## config.mk

```make
export PLATFORM = sky130hd
export DESIGN_NAME = xbgr32_pixel_format_converter
export DESIGN_NICKNAME = d
export VERILOG_FILES = /design/src/hw/rtl/xbgr_pkg.sv /design/src/hw/rtl/xbgr32_pixel_format_converter.sv /design/src/hw/rtl/xbgr_lane.sv /design/src/hw/rtl/xbgr_merge.sv
export SDC_FILE = /design/constraint.sdc
export NUM_CORES = 1
export LEC_CHECK = 0
export BUFFER_PORTS_ARGS = -buffer_cell sky130_fd_sc_hd__clkbuf_2
export CAP_MARGIN = 20
export CORE_MARGIN = 4
export CORE_UTILIZATION = 64
export CTS_BUF_LIST = sky130_fd_sc_hd__clkbuf_8 sky130_fd_sc_hd__clkbuf_16
export CTS_CLUSTER_SIZE = 16
export DETAILED_ROUTE_END_ITERATION = 10
export PLACE_DENSITY_LB_ADDON = 0.3
export SYNTH_ARGS = -nofsm -noshare
export SYNTH_HDL_FRONTEND = slang
export SYNTH_HIERARCHICAL = 1
export SYNTH_SLANG_ARGS = --single-unit
```

## constraint.sdc

```tcl
create_clock -name clk -period 4.7 [get_ports clk]
set_input_delay 0 -clock clk [delete_from_list [all_inputs] [get_ports clk]]
set_output_delay 0 -clock clk [all_outputs]
set_load 0.01 [all_outputs]
```

## src/hw/rtl/xbgr_pkg.sv

```systemverilog
// Shared types and constants for the XBGR32 pixel format converter.
// No dependencies; used by the lane, merge and top-level modules.
package xbgr_pkg;

    typedef enum logic [1:0] {
        MODE_XBGR32 = 2'd0,
        MODE_RGB24  = 2'd1,
        MODE_YUYV   = 2'd2,
        MODE_RSVD   = 2'd3
    } mode_t;

    localparam int SumW = 18;

    // BT.601 studio-swing coefficients (signed fixed point, scaled by 256).
    localparam logic signed [SumW-1:0] CoefYR = 18'sd66;
    localparam logic signed [SumW-1:0] CoefYG = 18'sd129;
    localparam logic signed [SumW-1:0] CoefYB = 18'sd25;
    localparam logic signed [SumW-1:0] CoefUR = -18'sd38;
    localparam logic signed [SumW-1:0] CoefUG = -18'sd74;
    localparam logic signed [SumW-1:0] CoefUB = 18'sd112;
    localparam logic signed [SumW-1:0] CoefVR = 18'sd112;
    localparam logic signed [SumW-1:0] CoefVG = -18'sd94;
    localparam logic signed [SumW-1:0] CoefVB = -18'sd18;
    localparam logic signed [SumW-1:0] RoundBias = 18'sd128;
    localparam logic [7:0] LumaOffset   = 8'd16;
    localparam logic [7:0] ChromaOffset = 8'd128;

    localparam logic [3:0] CountXbgr32 = 4'd8;
    localparam logic [3:0] CountRgb24  = 4'd6;
    localparam logic [3:0] CountYuyv   = 4'd4;

    // Converted components of one pixel.
    typedef struct packed {
        logic [7:0] y;
        logic [7:0] u;
        logic [7:0] v;
    } yuv_t;

    // Item as held in the first pipeline stage.
    typedef struct packed {
        mode_t       mode;
        logic [31:0] first_pixel;
        logic [31:0] second_pixel;
        logic        frame_end;
    } stage_t;

endpackage

```

## src/hw/rtl/xbgr32_pixel_format_converter.sv

```systemverilog
// Top level of the XBGR32 pixel format converter: handshake control, mode
// register and two conversion lanes. Depends on xbgr_pkg, xbgr_lane, xbgr_merge.
//
// Usage:
//   Input channel (in_valid / in_stall) carries one pixel pair per
//   transaction: first_pixel, second_pixel (B,G,R,X bytes) and frame_end_in.
//   Output channel (out_valid / out_stall) returns one result per input
//   transaction: out_bytes, byte_count and frame_end_out, in input order.
//   cfg_wr_en / cfg_wr_data write the 2-bit output mode (0 XBGR32 pass,
//   1 RGB24, 2 YUYV, 3 behaves as pass); write it only while the block is idle.
// Pipeline and throughput:
//   Two register stages: one for the lanes, one for the merged output.
//   Each taken transaction passes the first stage, then the output register.
//   One pair per clock while out_stall is low; both lanes convert in parallel.
// Reset:
//   rst_n clears both stage valid flags and sets the mode to pass-through.
// Stalls:
//   When out_stall is high the output holds; the first stage still takes one
//   more transaction, after which in_stall rises until the output drains.
module xbgr32_pixel_format_converter (
    input  logic         clk,
    input  logic         rst_n,
    input  logic         cfg_wr_en,
    input  logic [1:0]   cfg_wr_data,
    input  logic         in_valid,
    output logic         in_stall,
    input  logic [31:0]  first_pixel,
    input  logic [31:0]  second_pixel,
    input  logic         frame_end_in,
    output logic         out_valid,
    input  logic         out_stall,
    output logic [63:0]  out_bytes,
    output logic [3:0]   byte_count,
    output logic         frame_end_out
);

    xbgr_pkg::mode_t    mode_reg;
    logic               s1_valid_reg;
    logic               s1_valid_next;
    logic               out_valid_reg;
    logic               out_valid_next;
    xbgr_pkg::stage_t   s1_reg;
    xbgr_pkg::yuv_t     lane0_yuv;
    xbgr_pkg::yuv_t     lane1_yuv;
    logic               out_load;
    logic               s1_load;
    logic               in_take;

    // Output register loads when stage one is full and it is empty or draining.
    assign out_load = s1_valid_reg && (!out_valid_reg || !out_stall);
    assign in_stall = s1_valid_reg && !out_load;
    assign in_take  = in_valid && !in_stall;
    assign s1_load  = in_take;

    always_comb
    begin
        s1_valid_next = in_take || (s1_valid_reg && !out_load);
        out_valid_next = out_load || (out_valid_reg && out_stall);
    end

    always_ff @(posedge clk or negedge rst_n)
    begin
        if (!rst_n)
        begin
            mode_reg      <= xbgr_pkg::MODE_XBGR32;
            s1_valid_reg  <= 1'b0;
            out_valid_reg <= 1'b0;
        end
        else
        begin
            if (cfg_wr_en)
            begin
                mode_reg <= xbgr_pkg::mode_t'(cfg_wr_data);
            end
            s1_valid_reg  <= s1_valid_next;
            out_valid_reg <= out_valid_next;
        end
    end

    always_ff @(posedge clk)
    begin
        if (s1_load)
        begin
            s1_reg.mode         <= mode_reg;
            s1_reg.first_pixel  <= first_pixel;
            s1_reg.second_pixel <= second_pixel;
            s1_reg.frame_end    <= frame_end_in;
        end
    end

    xbgr_lane u_lane0 (
        .clk   (clk),
        .load  (s1_load),
        .pixel (first_pixel),
        .yuv   (lane0_yuv)
    );

    xbgr_lane u_lane1 (
        .clk   (clk),
        .load  (s1_load),
        .pixel (second_pixel),
        .yuv   (lane1_yuv)
    );

    xbgr_merge u_merge (
        .clk           (clk),
        .load          (out_load),
        .stage         (s1_reg),
        .lane0         (lane0_yuv),
        .lane1         (lane1_yuv),
        .out_bytes     (out_bytes),
        .byte_count    (byte_count),
        .frame_end_out (frame_end_out)
    );

    assign out_valid = out_valid_reg;

    // An empty first stage must never hold off the source.
    a_empty_no_stall: assert property (@(posedge clk) disable iff (!rst_n)
        !s1_valid_reg |-> !in_stall)
        else $error("input stalled while the first stage is empty");

    a_count_legal: assert property (@(posedge clk) disable iff (!rst_n)
        out_valid |-> (byte_count == 4'd4 || byte_count == 4'd6 || byte_count == 4'd8))
        else $error("illegal byte count on output");

    a_yuyv_upper_zero: assert property (@(posedge clk) disable iff (!rst_n)
        (out_valid && byte_count == 4'd4) |-> (out_bytes[63:32] == 32'd0))
        else $error("YUYV result has nonzero unused bytes");

    a_rgb_upper_zero: assert property (@(posedge clk) disable iff (!rst_n)
        (out_valid && byte_count == 4'd6) |-> (out_bytes[63:48] == 16'd0))
        else $error("RGB24 result has nonzero unused bytes");

    // A first-stage item with a free output must reach the output next cycle.
    a_flow: assert property (@(posedge clk) disable iff (!rst_n)
        (s1_valid_reg && !out_stall) |=> out_valid)
        else $error("first-stage item did not advance to the output");

endmodule

```

## src/hw/rtl/xbgr_lane.sv

```systemverilog
// One color-conversion lane: turns an XBGR32 pixel into registered Y, U, V.
// Depends on xbgr_pkg for coefficients and the yuv_t result type.
module xbgr_lane (
    input  logic              clk,
    input  logic              load,
    input  logic [31:0]       pixel,
    output xbgr_pkg::yuv_t    yuv
);

    logic signed [xbgr_pkg::SumW-1:0] b_s;
    logic signed [xbgr_pkg::SumW-1:0] g_s;
    logic signed [xbgr_pkg::SumW-1:0] r_s;
    logic signed [xbgr_pkg::SumW-1:0] y_sum;
    logic signed [xbgr_pkg::SumW-1:0] u_sum;
    logic signed [xbgr_pkg::SumW-1:0] v_sum;
    logic signed [xbgr_pkg::SumW-1:0] y_shr;
    logic signed [xbgr_pkg::SumW-1:0] u_shr;
    logic signed [xbgr_pkg::SumW-1:0] v_shr;
    xbgr_pkg::yuv_t                   yuv_next;
    xbgr_pkg::yuv_t                   yuv_reg;

    always_comb
    begin
        b_s = signed'({10'd0, pixel[7:0]});
        g_s = signed'({10'd0, pixel[15:8]});
        r_s = signed'({10'd0, pixel[23:16]});

        y_sum = xbgr_pkg::CoefYR * r_s + xbgr_pkg::CoefYG * g_s
              + xbgr_pkg::CoefYB * b_s + xbgr_pkg::RoundBias;
        u_sum = xbgr_pkg::CoefUR * r_s + xbgr_pkg::CoefUG * g_s
              + xbgr_pkg::CoefUB * b_s + xbgr_pkg::RoundBias;
        v_sum = xbgr_pkg::CoefVR * r_s + xbgr_pkg::CoefVG * g_s
              + xbgr_pkg::CoefVB * b_s + xbgr_pkg::RoundBias;

        // Floor shift; the offset add wraps into the byte like the scoreboard.
        y_shr = y_sum >>> 8;
        u_shr = u_sum >>> 8;
        v_shr = v_sum >>> 8;

        yuv_next.y = y_shr[7:0] + xbgr_pkg::LumaOffset;
        yuv_next.u = u_shr[7:0] + xbgr_pkg::ChromaOffset;
        yuv_next.v = v_shr[7:0] + xbgr_pkg::ChromaOffset;
    end

    always_ff @(posedge clk)
    begin
        if (load)
        begin
            yuv_reg <= yuv_next;
        end
    end

    assign yuv = yuv_reg;

endmodule

```

## src/hw/rtl/xbgr_merge.sv

```systemverilog
// Merge stage: packs the lane results or the source bytes by mode into the
// output register. Depends on xbgr_pkg for the mode codes and stage types.
module xbgr_merge (
    input  logic                clk,
    input  logic                load,
    input  xbgr_pkg::stage_t    stage,
    input  xbgr_pkg::yuv_t      lane0,
    input  xbgr_pkg::yuv_t      lane1,
    output logic [63:0]         out_bytes,
    output logic [3:0]          byte_count,
    output logic                frame_end_out
);

    logic [63:0] bytes_next;
    logic [3:0]  count_next;
    logic [63:0] bytes_reg;
    logic [3:0]  count_reg;
    logic        frame_end_reg;

    always_comb
    begin
        case (stage.mode)
            xbgr_pkg::MODE_RGB24:
            begin
                bytes_next = {16'd0,
                              stage.second_pixel[7:0], stage.second_pixel[15:8],
                              stage.second_pixel[23:16],
                              stage.first_pixel[7:0], stage.first_pixel[15:8],
                              stage.first_pixel[23:16]};
                count_next = xbgr_pkg::CountRgb24;
            end
            xbgr_pkg::MODE_YUYV:
            begin
                // Chroma is taken from the first pixel only.
                bytes_next = {32'd0, lane0.v, lane1.y, lane0.u, lane0.y};
                count_next = xbgr_pkg::CountYuyv;
            end
            default:
            begin
                bytes_next = {stage.second_pixel, stage.first_pixel};
                count_next = xbgr_pkg::CountXbgr32;
            end
        endcase
    end

    always_ff @(posedge clk)
    begin
        if (load)
        begin
            bytes_reg     <= bytes_next;
            count_reg     <= count_next;
            frame_end_reg <= stage.frame_end;
        end
    end

    assign out_bytes     = bytes_reg;
    assign byte_count    = count_reg;
    assign frame_end_out = frame_end_reg;

endmodule

```

Word level (Yosys, flattened, before mapping)
Index checks and enable logic that the tools add are counted.
W data, S select, Z words.
Word-level totals
  output and inout bits: 71
  flip-flop bits (word level): 172
  word-level logic and storage cells: 57
Cells by class
  multiplexer cells: 2
  reductions and logical operators: 11
  multipliers: 12
  $add $sub $neg: 16
  equal/unequal tests: 2
Operators by type and width (number)
  $add A16 B16 Y16: 8
  $pmux W64 S2: 1
  $add A16 B9 Y16 const B: 4
  $mul A8 B8 Y16 const A: 2
  $mul A7 B9 Y15 const A: 2
  $mul A6 B8 Y14 const A: 2
  $mul A5 B8 Y13 const A: 2
  $mul A3 B8 Y11 const A: 2
  $add A8 B5 Y8 const B: 2
  $add A8 B8 Y8 const B: 2
  $mul A6 B9 Y15 const A: 1
  $mul A5 B9 Y14 const A: 1
  $pmux W4 S2: 1
  $logic_and A1 B1 Y1: 4
  $logic_not A1 Y1: 4
  $logic_or A1 B1 Y1: 3
  $eq A2 B1 Y1 const B: 1
  $eq A2 B2 Y1 const B: 1

Longest topological paths before layout
  depth in word-level cells: 8
  mapped depth: 25
  mapped depth without buffers: 25

Hierarchy
Netlist, hierarchy kept.
Modules (own cells, without submodules)
  xbgr_lane (u_lane0): cells each 934, times used 1, area each 9152.5 um^2, sequential area each 720.7 um^2
  xbgr_lane (u_lane1): cells each 927, times used 1, area each 9120.0 um^2, sequential area each 720.7 um^2
  xbgr_merge: cells each 234, times used 1, area each 2972.9 um^2, sequential area each 2042.0 um^2
  xbgr32_pixel_format_converter: cells each 79, times used 1, area each 2183.3 um^2, sequential area each 2112.0 um^2

Worst setup path before layout
Ideal clock, no wire load.
  path kind: input -> register
  start: input first_pixel[12]
  end: register u_lane0.yuv_reg, in the netlist u_lane0/yuv[15] (data pin)
  stages: 24
  setup slack: -768 ps
  required time: 4431 ps
  arrival time: 5199 ps
  cells stage by stage: inv_1 > ha_1 > fa_1 > inv_1 > fa_1 > inv_1 > fa_1 > inv_1 > ha_1 > inv_1 > a21oi_1 > o21ai_1 > a21oi_1 > o21a_1 > o21a_1 > o311ai_1 > fa_1 > ha_1 > xor2_1 > xnor2_1 > or4_1 > o311ai_0 > nor3_1 > xor3_1
RTL lines
  from (decl): line xbgr32_pixel_format_converter.sv:27  | input logic [31:0] first_pixel,
  to (signal assigned): line xbgr_lane.sv:49  | yuv_reg <= yuv_next;
  to (decl): line xbgr_lane.sv:20  | xbgr_pkg::yuv_t yuv_reg;

==> results.txt <==
Outcome - finished, violations left
Violated checks - setup timing
Design area - 22,300 um2
Row cnt - 58
Slew margin rel. - 30.8%
Drt total wl - 60,600 um
# clock sinks - 171
Final period util - 110%
CP max stage cell - fa_1
DRT Pass-1 Iters - 8
Gpl congestion - 0.920
Number of buffers and inverters on the critical path - 6
Routed wire per std cell - 27.3 um
Final Hold Viols - 0
Placed inst area - 19,700 um2
Inst Count DP - 2,101
Worst setup margin - -487 ps
Worst-case clock buffer depth - 2
Final Max Tran Viols - 0
Share of cells above drive strength 1 - 33.1%
Total Die Area - 28,600 um2
Num CTS Buffers - 17
Worst path max stage delay - 650 ps
Setup TNS - -4170 ps
Core area - 25,300 um2
Non-filler cells, final - 2,222
Routed via count - 14.4k
Drt initial violations - 1,975
Final net count - 2,432
I/O pin count - 143
DRC viols - 0
Initial Util - 65.5%
Vias/cell - 6.48
CP top delay family - adder cells
# fillers - 959
Worst-path cell chain - buf_4, inv_2, ha_4, buf_4, ha_1, inv_1, fa_1, inv_1, ha_1, ha_1, a21o_1, a21oi_2, xnor2_1, fa_1, ha_4, ha_4, and2_4, o21ai_4, o31ai_4, buf_4, or4_4, a31oi_4, xnor2_2
Final core utilization - 88.2%
Global route overflow - 0
Layout Skew - 15.2 ps
R2r setup slk - 2200 ps
ANT nets after route - 0
Clock slew seen by the registers of the worst setup and hold paths - 80 ps
Hold Crit Class - input port to flip-flop
CP Max Fanout - 3
Syn avg cell area - 11.3 um2
IO Port Bufs - 141
CTS H-tree lvls - 4
Vias in the first global route - 14.4k
Setup violations, final - 19
Worst-Margin Slew - 1040 ps
Root buffer cell - clkbuf_16
Critical Path RT - 4890 ps
Fmax - 0.193 GHz
Initial antenna violation count - 3
Min cycle time layout - 5190 ps
Global-route wire length before repair - 79,700 um
Die width - 169 um
Syn nets - 2,025
Worst Setup Path Type - input port to flip-flop
GR Util All Layers - 36.5%
Storage cell area - 5110 um2
Unrepaired setup endpoints after global routing - true
Critical path endpoint category - flip-flop
Dpl hpwl - 33,900 um
Pin count of the biggest net entering global routing - 69
Crit path DAT - 5380 ps
Die Y - 169 um
Max reg flops - 67
Startpoint type of the worst setup path - input port
Post-Synthesis Cells - 1,470
CTS tree - yes
Max-cap violation count - 0
Area of the multi-input gates - 12,000 um2
Synthesized cell area - 16,600 um2
Synth-to-Final Area Change - 34.7%
Yosys warnings - 6
Worst skew pair latency - 450 ps
[cell usage in the layout (no fill, tap or decap), types with 6 or more instances in the layout]
master,n
a22o_1,12
nor2b_1,12
nor2_1,20
nor3_2,7
nor2_2,9
ha_1,266
xnor2_2,15
ha_4,73
a22oi_1,24
xnor2_1,46
edfxtp_1,167
o21ai_0,47
o21a_1,8
clkbuf_16,21
o21bai_1,15
inv_1,265
xor2_1,14
nand2b_1,8
buf_4,203
inv_2,30
ha_2,12
and2_1,16
fa_1,124
buf_6,6
a21o_1,17
a21oi_1,25
clkbuf_2,129
a21oi_2,16
dlygate4sd3_1,57
nand3_1,6
nand2_1,65
fa_2,8
[metal layers]
| layer | vias up | global-route usage [%] | routed length (um) |
|---|---|---|---|
| li1 | 5814 | - | - |
| met1 | 6887 | 45.7 | 20700 |
| met2 | 1275 | 62.9 | 28500 |
| met3 | 415 | 6.89 | 6660 |
| met4 | 2 | 14.4 | 4820 |
| met5 | - | 0 | 16 |
[worst register-to-register path: stages (launching register included)]
cell and delay [ps]:
edfxtp_1 400, inv_1 80, ha_2 710, buf_4 600, nor2b_1 210, a22o_1 260
[final timing paths]
kind / start / to / cells past startpoint
worst min register to register: s1_reg[0] / u_merge/frame_end_out / 0
worst min-delay path: first_pixel[21] / s1_reg[54] / 3
max in group asynchronous: rst_n / s1_valid_reg / 3
worst max register to register: s1_reg[65] / u_merge/out_bytes[37] / 5
min in group asynchronous: rst_n / mode_reg[1] / 3
worst max-delay path: first_pixel[9] / u_lane0/yuv[7] / 23
[repair_timing]
action | 4_1_cts | 5_1_grt
setup buffers | 17 | 18
endpoints found under the setup margin | 13 | 19
endpoints found under the hold margin | 56 | 0
resized for setup | 100 | 115
hold buffers | 57 | 0
pin swaps | 107 | 91
[metrics by stage]
step | worst slack [ps] | hold WS (ps)
3_3_place_gp | -723 | -193
2_1_floorplan | -374 | -296
6_report | -487 | 38.6
5_1_grt | -547 | 39.2
3_5_place_dp | -796 | -190
4_1_cts | -184 | 32.6
[cell type report]
cell class | instances | area share (%)
multi-input combinational | 977 | 53.5
inverter | 302 | 5.20
clock buffer | 17 | 1.90
tap | 330 | 1.85
clock inverter | 15 | 0.924
sequential | 171 | 22.9
antenna | 2 | 0.0224
timing repair buffer | 408 | 13.7
Power is not shown: default switching activity piles up to over one toggle a cycle in this logic, so the estimate is an artifact.
